`src/hw/rtl/contiguous_block_allocator_core_assert.svh`:
```
// Assertion macros shared by the allocator RTL.
`ifndef CONTIGUOUS_BLOCK_ALLOCATOR_CORE_ASSERT_SVH
`define CONTIGUOUS_BLOCK_ALLOCATOR_CORE_ASSERT_SVH

// Same-cycle implication, disabled during reset.
`define CBA_ASSERT_SAME(label, clk, rst, pre, post) \
   label: assert property (@(posedge clk) disable iff (rst) (pre) |-> (post)) \
      else $error("allocator check failed");

// Next-cycle implication, disabled during reset.
`define CBA_ASSERT_NEXT(label, clk, rst, pre, post) \
   label: assert property (@(posedge clk) disable iff (rst) (pre) |=> (post)) \
      else $error("allocator check failed");

`endif

```
`src/hw/rtl/cba_pkg.sv`:
```
// Shared types and constants for the contiguous block allocator.
package cba_pkg;

   // Fixed field widths
   localparam int LEN_W   = 7;
   localparam int HINT_W  = 6;
   localparam int START_W = 6;
   localparam int SIZE_W  = 7;

   // Disk size register value after reset
   localparam logic [SIZE_W-1:0] SIZE_RESET = 7'd64;

   // Controller states
   typedef enum logic [1:0] {
      ST_IDLE,
      ST_SCAN,
      ST_MARK,
      ST_DONE
   } state_type;

   // Controls from the sequencer to the bitmap ring
   typedef struct packed {
      logic shift;
      logic mark;
   } chain_ctl_type;

endpackage

```
`src/hw/rtl/cba_cell.sv`:
```
// One bitmap cell: holds the used bit of one block and passes it along the ring.
module cba_cell (
   input  logic clock,
   input  logic reset,
   input  logic shift_en,
   input  logic set_en,
   input  logic next_bit,
   output logic used_bit
);

   logic used_ff;
   logic used_in;

   // Take the neighbor's bit on a shift, setting it when the block is claimed
   always_comb begin
      if (shift_en) begin
         used_in = next_bit | set_en;
      end else begin
         used_in = used_ff;
      end
   end

   always_ff @(posedge clock) begin
      if (reset) begin
         used_ff <= 1'b0;
      end else begin
         used_ff <= used_in;
      end
   end

   assign used_bit = used_ff;

endmodule

```
`src/hw/rtl/cba_ctrl.sv`:
```
// Sequencer: scans the rotating bitmap for a free run, then marks it.
module cba_ctrl #(
   parameter int NUM_BLOCKS = 64
) (
   input  logic                           clock,
   input  logic                           reset,
   input  logic                           req_valid,
   output logic                           req_ready,
   input  logic [cba_pkg::LEN_W-1:0]      req_request_blocks,
   input  logic [cba_pkg::HINT_W-1:0]     req_start_hint,
   output logic                           rsp_valid,
   input  logic                           rsp_ready,
   output logic                           rsp_granted,
   output logic [cba_pkg::START_W-1:0]    rsp_start_block,
   input  logic [cba_pkg::SIZE_W-1:0]     disk_blocks,
   input  logic                           head_bit,
   output cba_pkg::chain_ctl_type         chain_ctl
);
   import cba_pkg::*;

   localparam int IDX_W = $clog2(NUM_BLOCKS);
   localparam int CNT_W = $clog2(NUM_BLOCKS + 1);
   localparam int CW    = (CNT_W > LEN_W) ? CNT_W : LEN_W;
   localparam int SW    = CW + 1;
   localparam logic [IDX_W-1:0] LAST_POS = IDX_W'(NUM_BLOCKS - 1);
   localparam logic [SW-1:0]    NUM_EXT  = SW'(NUM_BLOCKS);

   state_type           state_ff, state_in;
   logic [IDX_W-1:0]    pos_ff, pos_in;
   logic [LEN_W-1:0]    len_ff, len_in;
   logic [HINT_W-1:0]   hint_ff, hint_in;
   logic [LEN_W-1:0]    run0_ff, run0_in;
   logic [LEN_W-1:0]    runh_ff, runh_in;
   logic                found0_ff, found0_in;
   logic                foundh_ff, foundh_in;
   logic [IDX_W-1:0]    start0_ff, start0_in;
   logic [IDX_W-1:0]    starth_ff, starth_in;
   logic                rsp_valid_ff, rsp_valid_in;
   logic                rsp_granted_ff, rsp_granted_in;
   logic [START_W-1:0]  rsp_start_ff, rsp_start_in;

   logic                accept;
   logic                scan_en;
   logic                load_rsp;
   logic                last_pos;
   logic [SW-1:0]       size_ext;
   logic [SW-1:0]       n_ext;
   logic [SW-1:0]       pos_ext;
   logic [SW-1:0]       len_ext;
   logic                active;
   logic                past_hint;
   logic [LEN_W-1:0]    run0_next;
   logic [LEN_W-1:0]    runh_next;
   logic [IDX_W-1:0]    cand_start;
   logic                granted;
   logic [IDX_W-1:0]    sel_start;
   logic [SW-1:0]       sel_ext;
   logic                mark_hit;

   // Effective disk size, saturated to the ring length
   assign size_ext = SW'(disk_blocks);
   assign n_ext    = (size_ext > NUM_EXT) ? NUM_EXT : size_ext;

   // Block currently at the head of the ring
   assign pos_ext   = SW'(pos_ff);
   assign len_ext   = SW'(len_ff);
   assign active    = pos_ext < n_ext;
   assign past_hint = pos_ext >= SW'(hint_ff);
   assign last_pos  = pos_ff == LAST_POS;

   // Free-run counters for the search from zero and from the hint
   assign run0_next  = head_bit ? '0 : run0_ff + 1'b1;
   assign runh_next  = head_bit ? '0 : runh_ff + 1'b1;
   assign cand_start = IDX_W'(pos_ext + SW'(1) - len_ext);

   // Hint search wins, zero search is the fallback
   assign granted   = foundh_ff | found0_ff;
   assign sel_start = foundh_ff ? starth_ff : (found0_ff ? start0_ff : '0);
   assign sel_ext   = SW'(sel_start);
   assign mark_hit  = granted && (pos_ext >= sel_ext) && (pos_ext < sel_ext + len_ext);

   // Next state
   always_comb begin
      state_in = state_ff;
      unique case (state_ff)
         ST_IDLE: begin
            if (req_valid) begin
               state_in = ST_SCAN;
            end
         end
         ST_SCAN: begin
            if (last_pos) begin
               state_in = ST_MARK;
            end
         end
         ST_MARK: begin
            if (last_pos) begin
               state_in = ST_DONE;
            end
         end
         ST_DONE: begin
            if (!rsp_valid_ff || rsp_ready) begin
               state_in = ST_IDLE;
            end
         end
         default: state_in = ST_IDLE;
      endcase
   end

   // State outputs
   always_comb begin
      req_ready       = 1'b0;
      scan_en         = 1'b0;
      load_rsp        = 1'b0;
      chain_ctl.shift = 1'b0;
      chain_ctl.mark  = 1'b0;
      unique case (state_ff)
         ST_IDLE: req_ready = 1'b1;
         ST_SCAN: begin
            scan_en         = 1'b1;
            chain_ctl.shift = 1'b1;
         end
         ST_MARK: begin
            chain_ctl.shift = 1'b1;
            chain_ctl.mark  = mark_hit;
         end
         ST_DONE: load_rsp = !rsp_valid_ff || rsp_ready;
         default: req_ready = 1'b0;
      endcase
   end

   assign accept = req_valid && req_ready;

   // Datapath next values
   always_comb begin
      pos_in         = pos_ff;
      len_in         = len_ff;
      hint_in        = hint_ff;
      run0_in        = run0_ff;
      runh_in        = runh_ff;
      found0_in      = found0_ff;
      foundh_in      = foundh_ff;
      start0_in      = start0_ff;
      starth_in      = starth_ff;
      rsp_valid_in   = rsp_valid_ff;
      rsp_granted_in = rsp_granted_ff;
      rsp_start_in   = rsp_start_ff;

      // Ring position follows the shifts and wraps after one revolution
      if (chain_ctl.shift) begin
         pos_in = last_pos ? '0 : pos_ff + 1'b1;
      end

      // Latch the request and clear the search
      if (accept) begin
         len_in    = req_request_blocks;
         hint_in   = req_start_hint;
         run0_in   = '0;
         runh_in   = '0;
         found0_in = 1'b0;
         foundh_in = 1'b0;
      end

      // Both searches run in the same revolution; a zero length never matches
      if (scan_en && active && (len_ff != '0)) begin
         if (!found0_ff) begin
            run0_in = run0_next;
            if (run0_next == len_ff) begin
               found0_in = 1'b1;
               start0_in = cand_start;
            end
         end
         if (!foundh_ff && past_hint) begin
            runh_in = runh_next;
            if (runh_next == len_ff) begin
               foundh_in = 1'b1;
               starth_in = cand_start;
            end
         end
      end

      // Output register
      if (load_rsp) begin
         rsp_valid_in   = 1'b1;
         rsp_granted_in = granted;
         rsp_start_in   = START_W'(sel_start);
      end else if (rsp_ready) begin
         rsp_valid_in = 1'b0;
      end
   end

   always_ff @(posedge clock) begin
      if (reset) begin
         state_ff     <= ST_IDLE;
         pos_ff       <= '0;
         found0_ff    <= 1'b0;
         foundh_ff    <= 1'b0;
         rsp_valid_ff <= 1'b0;
      end else begin
         state_ff     <= state_in;
         pos_ff       <= pos_in;
         found0_ff    <= found0_in;
         foundh_ff    <= foundh_in;
         rsp_valid_ff <= rsp_valid_in;
      end
   end

   always_ff @(posedge clock) begin
      len_ff         <= len_in;
      hint_ff        <= hint_in;
      run0_ff        <= run0_in;
      runh_ff        <= runh_in;
      start0_ff      <= start0_in;
      starth_ff      <= starth_in;
      rsp_granted_ff <= rsp_granted_in;
      rsp_start_ff   <= rsp_start_in;
   end

   assign rsp_valid       = rsp_valid_ff;
   assign rsp_granted     = rsp_granted_ff;
   assign rsp_start_block = rsp_start_ff;

endmodule

```
`src/hw/rtl/contiguous_block_allocator_core.sv`:
```
// Top level of the contiguous block allocator: bitmap ring, sequencer, size register.
//
// Usage:
//   req_* carries one allocation request (run length, start hint) with valid/ready.
//   rsp_* returns one result per request (granted, first block) with valid/ready.
//   csr_wr_en/csr_wr_data set the disk size in blocks; write only while idle.
// Operation:
//   The used bits sit in a ring of NUM_BLOCKS cells that rotates one cell per
//   cycle while the sequencer scans or marks. One revolution scans for a free
//   run from the hint and from block 0 at once, a second revolution marks the
//   chosen run, and the result is then loaded into the output register.
//   One request is in work at a time.
// Reset:
//   All blocks free, disk size 64, no result pending.
// Stalls:
//   The result sits in an output register; a new request is taken while it
//   waits. A later result is held back until the earlier one is transferred.
`include "contiguous_block_allocator_core_assert.svh"

module contiguous_block_allocator_core #(
   parameter int NUM_BLOCKS = 64
) (
   input  logic                          clock,
   input  logic                          reset,
   input  logic                          req_valid,
   output logic                          req_ready,
   input  logic [cba_pkg::LEN_W-1:0]     req_request_blocks,
   input  logic [cba_pkg::HINT_W-1:0]    req_start_hint,
   output logic                          rsp_valid,
   input  logic                          rsp_ready,
   output logic                          rsp_granted,
   output logic [cba_pkg::START_W-1:0]   rsp_start_block,
   input  logic                          csr_wr_en,
   input  logic [cba_pkg::SIZE_W-1:0]    csr_wr_data
);
   import cba_pkg::*;

   logic [SIZE_W-1:0]     size_ff, size_in;
   logic [NUM_BLOCKS-1:0] used_w;
   chain_ctl_type         chain_ctl;

   // Disk size register
   assign size_in = csr_wr_en ? csr_wr_data : size_ff;

   always_ff @(posedge clock) begin
      if (reset) begin
         size_ff <= SIZE_RESET;
      end else begin
         size_ff <= size_in;
      end
   end

   // Bitmap ring: each cell takes its upper neighbor, the tail takes the head
   for (genvar k = 0; k < NUM_BLOCKS; k++) begin : g_cell
      if (k == NUM_BLOCKS - 1) begin : g_tail
         cba_cell u_cell (
            .clock    (clock),
            .reset    (reset),
            .shift_en (chain_ctl.shift),
            .set_en   (chain_ctl.mark),
            .next_bit (used_w[0]),
            .used_bit (used_w[k])
         );
      end else begin : g_body
         cba_cell u_cell (
            .clock    (clock),
            .reset    (reset),
            .shift_en (chain_ctl.shift),
            .set_en   (1'b0),
            .next_bit (used_w[k+1]),
            .used_bit (used_w[k])
         );
      end
   end

   // Search and mark sequencer
   cba_ctrl #(
      .NUM_BLOCKS (NUM_BLOCKS)
   ) u_ctrl (
      .clock              (clock),
      .reset              (reset),
      .req_valid          (req_valid),
      .req_ready          (req_ready),
      .req_request_blocks (req_request_blocks),
      .req_start_hint     (req_start_hint),
      .rsp_valid          (rsp_valid),
      .rsp_ready          (rsp_ready),
      .rsp_granted        (rsp_granted),
      .rsp_start_block    (rsp_start_block),
      .disk_blocks        (size_ff),
      .head_bit           (used_w[0]),
      .chain_ctl          (chain_ctl)
   );

   // Checks
   `CBA_ASSERT_NEXT(a_busy_after_transfer, clock, reset, req_valid && req_ready, !req_ready)
   `CBA_ASSERT_SAME(a_refused_start_zero, clock, reset, rsp_valid && !rsp_granted,
                    rsp_start_block == '0)
   `CBA_ASSERT_SAME(a_mark_while_rotating, clock, reset, chain_ctl.mark, chain_ctl.shift)
   `CBA_ASSERT_SAME(a_no_transfer_while_rotating, clock, reset, chain_ctl.shift, !req_ready)

endmodule
```
`config.mk`:
```
export PLATFORM = sky130hd
export DESIGN_NAME = contiguous_block_allocator_core
export DESIGN_NICKNAME = d
export VERILOG_FILES = /design/src/hw/rtl/cba_pkg.sv /design/src/hw/rtl/cba_cell.sv /design/src/hw/rtl/cba_ctrl.sv /design/src/hw/rtl/contiguous_block_allocator_core.sv
export VERILOG_INCLUDE_DIRS = /design/src /design/src/hw/rtl
export SDC_FILE = /design/constraint.sdc
export NUM_CORES = 1
export LEC_CHECK = 0
export ABC_AREA = 1
export BUFFER_PORTS_ARGS = -buffer_cell sky130_fd_sc_hd__clkbuf_2
export CAP_MARGIN = 20
export CELL_PAD_IN_SITES_DETAIL_PLACEMENT = 0
export CELL_PAD_IN_SITES_GLOBAL_PLACEMENT = 1
export CORE_MARGIN = 4
export CORE_UTILIZATION = 44
export CTS_CLUSTER_SIZE = 20
export DETAILED_ROUTE_END_ITERATION = 10
export GPL_TIMING_DRIVEN = 0
export PLACE_DENSITY_LB_ADDON = 0.1
export SKIP_CTS_REPAIR_TIMING = 1
export SYNTH_ARGS = -nofsm -noshare
export SYNTH_HDL_FRONTEND = slang
export SYNTH_SLANG_ARGS = --single-unit
export TNS_END_PERCENT = 100
```
`constraint.sdc`:
```
create_clock -name clock -period 3.55 [get_ports clock]
set_input_delay 0.71 -clock clock [delete_from_list [all_inputs] [get_ports clock]]
set_output_delay 0.71 -clock clock [all_outputs]
set_load 0.01 [all_outputs]
```
# == After elaboration in Yosys (flattened, before gate mapping) ==
# Cells that the tools add are included.
# op_classes
add_sub_neg,6
magnitude_cmp,5
n_eq_ne,10
muxes,32
bitwise_logic,3
n_reduce_logical,16
# ops
op,count
7-bit two-way mux,9
6-bit two-way mux,3
6-bit by 8-bit less-than comparator with 1-bit output,2
1-bit two-way mux,15
"7-bit by 1-bit adder with 7-bit output, second input constant",2
7-bit == test,2
"6-bit by 1-bit adder with 6-bit output, second input constant",2
6-bit greater-or-equal comparator,2
6-bit by 7-bit adder with 8-bit output,1
2-bit two-way mux,4
2-bit one-hot mux with 4 select lines,1
"7-bit > comparator, second input constant",1
7-bit nonzero test,1
"6-bit == test, second input constant",1
1-bit logical AND,6
"2-bit by 1-bit inequality test with 1-bit output, second input constant",3
3-bit AND reduction,2
6-bit subtractor,1
"2-bit == test, second input constant",2
4-bit AND reduction,1
"2-bit by 1-bit == test with 1-bit output, second input constant",1
1-bit zero test,2
2-bit zero test,1
"2-bit inequality test, second input constant",1
other kinds (5),6
# word_totals
register_bits,128
input_bits,25
out_inout_bits,9
wordCells,150

# == Logic depth before layout (Yosys ltp) ==
# depth
ltp_word,7
mapped_depth,17
ltp_nobuf,17

# == Modules after synthesis ==
# A second synthesis with hierarchy kept.
# hier_totals
cells_unflattened,923
hier_area_um2,6711.4
# by_module_without_submodules
module,n_inst,cells_per_inst,area_each_um2,seq_area_each_um2
cba_ctrl,1,431,3621.0,1461.4
cba_cell,64,7,43.8,20.0
contiguous_block_allocator_core,1,44,287.8,140.1

# == Least setup slack after synthesis ==
# No wires, ideal clock.
# synth_path
path_kind,register -> register
start,register u_ctrl.foundh_ff
end,register g_cell[63].g_tail.u_cell.used_ff
setup_ns,0.070
arrival_time_ns,2.557
required_ns,3.480
setup_slack_ns,0.924
path_stages_with_launch,18
path_buffers,1
period_less_slack_ns,2.626
path_cell_list,dfxtp_1 -> clkbuf_1 -> nor2_1 -> a22oi_1 -> inv_1 -> ha_1 -> nand3_1 -> nand3_1 -> a21oi_1 -> nor2_1 -> nor2_1 -> xor2_1 -> ha_1 -> a21oi_1 -> nand2_1 -> nand3b_1 -> nand2_1 -> a21oi_1
# synth_between
elab_chain_len,6
elab_cells_between_ends,9
classes_between,add/sub: 1; order compare: 2; mux: 2; bitwise: 2; reduce/logical: 2
# synth_rtl
item,line,source
"start, declared",cba_ctrl.sv:35,"logic foundh_ff, foundh_in;"
"start signal, assigned",cba_ctrl.sv:203,foundh_ff <= foundh_in;
6-bit two-way mux (*),cba_ctrl.sv:78,assign sel_start = foundh_ff ? starth_ff : (found0_ff ? start0_ff : '0);
net u_ctrl.sel_start[1],cba_ctrl.sv:56,logic [IDX_W-1:0] sel_start;
6-bit by 7-bit adder with 8-bit output / 6-bit greater-or-equal comparator (equally long branches),cba_ctrl.sv:80,assign mark_hit = granted && (pos_ext >= sel_ext) && (pos_ext < sel_ext + len_ext);
6-bit by 8-bit less-than comparator with 1-bit output / 1-bit logical AND (equally long branches),cba_ctrl.sv:80,
1-bit logical AND (*),cba_ctrl.sv:80,
1-bit two-way mux (*),cba_ctrl.sv:117,unique case (state_ff)
1-bit bitwise OR (*),cba_cell.sv:17,used_in = next_bit | set_en;
"end signal, assigned",cba_cell.sv:27,used_ff <= used_in;
"end, declared",cba_cell.sv:11,logic used_ff;
# The timed path passes the listed nets; every way through them passes the cells marked *.
# A chain may end at the register's enable or synchronous reset.

# == Final worst setup path ==
# Same ends and word-level chain as after synthesis.

==> impl_metrics.json <==
{
  "status": "finished clean",
  "yosys-top-cells-count": "nor2_1 (157), dfxtp_1 (96), o21ai_0 (84), nand2_1 (83), inv_1 (64)",
  "crit_start": "u_ctrl.foundh_ff",
  "core_sq_mm": 0.0134,
  "synth-seq-cells": 128,
  "drv_slew": 0,
  "vdd_ir_drop_max_v": 0.000479,
  "rsz0062_at_grt": "no",
  "dieArea_sq_mm": 0.0158,
  "layout.nets": 867,
  "timing.final.crit_share_pct": 87.8,
  "synth_simple_gate_area_share_pct": 21.8,
  "finalPower_mw": 5.43,
  "firstDrtPassIters": 4,
  "synth.most_common_cell": "nor2_1",
  "grt_max_degree": 17,
  "holdWs_ns": 0.460,
  "critPathLaunchType": "register",
  "clock_skew_ns": 0.00874,
  "grt_overflow": 0,
  "slew_headroom_pct": 35.0,
  "viasPerCell": 5.06,
  "powerDensity_mw_per_mm2": 764,
  "holdCritPathClass": "in -> reg",
  "wl_per_cell_um": 13.8,
  "grt_pass1_wl_um": 22800,
  "worstSkewPairLatency_ns": 0.43,
  "synthArstFlopShare_pct": 0,
  "leakagePower_nw": 3.19,
  "critPathMaxStageDelay_ns": 0.53,
  "drt-total-wl_um": 13600,
  "die_h_um": 126,
  "ys_seq_area_share_pct": 47.3,
  "synthXorXnorAreaFrac_pct": 1.72,
  "antenna_found_initial": 0,
  "cpMaxStageDelayCell": "dfxtp_1",
  "endpoint_kind": "register",
  "rows": 42,
  "synth_top_area_cell": "dfxtp_1",
  "finalInstanceArea_sq_mm": 0.00710,
  "synth.top_cells.by_area": "dfxtp_1 (32%), edfxtp_1 (16%), nor2_1 (9.7%)",
  "grt_pass1_vias": 4750,
  "synth_edf_count": 32,
  "boundaryPins": 34,
  "drive_gt1_share_pct": 11.9,
  "cp.required_ns": 3.90,
  "fin_util_pct": 53.0,
  "synth_compound_area_share_pct": 12.7,
  "synth-main-ff-cell": "dfxtp_1",
  "tightest_slew_ns": 0.975,
  "syn_inst": 744,
  "synth.area.mux_share_pct": 0,
  "start_util_pct": 45.5,
  "yosysUniqueCellTypes": 35,
  "antenna_cells": 0,
  "maxCapViolCount": 0,
  "arrival_ns": 3.47,
  "track_usage_pct": 18.0,
  "r2r_start": "u_ctrl.foundh_ff",
  "cts_root_buf": "clkbuf_16",
  "place_congestion": 0.835,
  "setup_tns_ns": 0,
  "syn-cell-area_sq_mm": 0.00610,
  "cts_tree": "built",
  "avgSynthCellArea_sq_um": 8.19,
  "worstPathMaxFanout": 9,
  "drt-initial-drc-count": 304,
  "clockBufferDepth": 2,
  "synth_fa_ha_area_share_pct": 9.89,
  "cts_made_buffers": 17,
  "drc": 0,
  "synth_top_family_by_area": "simple AND/OR/NAND/NOR gates",
  "syn-num-nets": 816,
  "cts_max_level": 4,
  "worstPathCellList": "nor2_1 > a22oi_1 > inv_1 > ha_1 > nand3_1 > nand3_1 > a21oi_1 > nor2_1 > nor2_1 > xor2_1 > ha_1 > a21oi_1 > nand2_1 > nand3b_1 > nand2_1 > a21oi_1",
  "finalHoldViolCount": 0,
  "synth_top_area_share_pct": 31.5,
  "ant_nets": 0,
  "report.final.setup_viol": 0,
  "clk_pin_slew_ns": 0.06,
  "dpl_cell_area_sq_mm": 0.00648,
  "path_class": "reg -> reg",
  "num_vias": 4977,
  "cts_sinks": 128,
  "dieWidth_um": 126,
  "fin_crit_ns": 3.12,
  "min_from": "req_start_hint[3]",
  "yosysWarnings": 0,
  "max_freq_mhz": 321,
  "io_buffer_count": 33,
  "area_growth_pct": 16.5,
  "dp_hpwl_um": 9970
}
-- stage by stage --
stage	setup slack, ns	cells
finish	0.434	984
global placement	0.385	953
CTS	0.326	985
global route	0.125	984
detailed placement	0.358	953
floorplan	0.924	744
-- where the power goes --
part	total, mW	internal (mW)	switching [mW]
logic	1.59	0.537	1.05
clock network	1.80	1.15	0.649
registers	2.03	1.85	0.189
total	5.43	3.54	1.89
-- logic make-up (layout without fill, tap and decap cells) --
group | Yosys count | in the layout
AOI/OAI and AO/OA | 143 | 143
xor gates and xnor gates | 12 | 12
adders and majority gates | 47 | 47
buffers and inverters | 102 | 166
DFF | 128 | 128
and+or+nand+nor | 312 | 312
-- layer usage --
layer / up-vias / share of wire (%) / routed length (um) / global-route usage (%)
li1: 2589 / - / - / -
met1: 2288 / 46 / 6260 / 22.6
met2: 77 / 49 / 6630 / 29.9
met3: 23 / 3.6 / 491 / 4.40
met4: 0 / 1.7 / 232 / 7.40
met5: - / 0 / 0 / 0
-- path summary, 6_finish.rpt --
kind / endpoint / slack [ns] / depth (start not counted)
worst max-delay path: g_cell[63].g_tail.u_cell.used_bit / 0.43 / 16
worst min-delay path: u_ctrl.hint_ff[3] / 0.46 / 1
worst min register to register: g_cell[3].g_body.u_cell.used_bit / 0.48 / 2
worst max register to register: g_cell[63].g_tail.u_cell.used_bit / 0.43 / 16
-- area by class of cell --
type	count	area, sq um
Inverter	75	282
Multi-Input combinational cell	514	2810
Fill cell	1301	6300
Clock inverter	10	119
Tap cell	176	220
Buffer	26	119
Clock buffer	22	505
Timing Repair Buffer	33	165
Sequential cell	128	2880
-- sequential cells by signal (all words and copies together) (netlist names) --
| signal | flops |
|---|---|
| g_cell.g_tail.u_cell.used_bit | 1 |
| u_ctrl.found0_ff | 1 |
| u_ctrl.state_ff | 2 |
| u_ctrl.starth_ff | 6 |
| u_ctrl.runh_ff | 7 |
| u_ctrl.pos_ff | 6 |
| u_ctrl.rsp_start_block | 6 |
| size_ff | 7 |
| u_ctrl.start0_ff | 6 |
| u_ctrl.run0_ff | 7 |
| u_ctrl.len_ff | 7 |
| g_cell.g_body.u_cell.used_bit | 63 |
| u_ctrl.hint_ff | 6 |
| u_ctrl.foundh_ff | 1 |
| u_ctrl.rsp_valid | 1 |
| u_ctrl.rsp_granted | 1 |
-- critical path, delay by kind of cell (launching register included) --
kind	cells	cell delay (ns)
simple gates	8	0.84
xor+xnor	1	0.20
compound gates	4	0.80
buf+inv	1	0.12
fa+ha+maj	2	0.56
flops	1	0.53
-- cell usage in the layout, fill, tap and decap left out, types with 2 or more instances in the layout --
cell type and count:
buf_6 2, ha_1 45, nand3_2 4, clkbuf_1 19
inv_1 64, o211ai_1 3, nor3_1 3, nor2_4 2
nand4_1 17, inv_2 10, a31oi_1 2, o21ai_2 4
dfxtp_1 96, o21ai_1 9, xor2_1 10, inv_4 3
nor2_1 157, clkbuf_16 18, a21oi_1 28, clkbuf_8 4
o21bai_1 3, fa_1 2, nand2_1 83, clkinv_4 3
o21a_1 2, o21ai_0 84, bufinv_16 2, xnor2_1 2
edfxtp_1 32, nor2_2 3, clkbuf_2 33, a211oi_1 2
a22oi_1 5, nand3_1 39, buf_2 5
No activity file was read; power rests on OpenSTA's default activity.
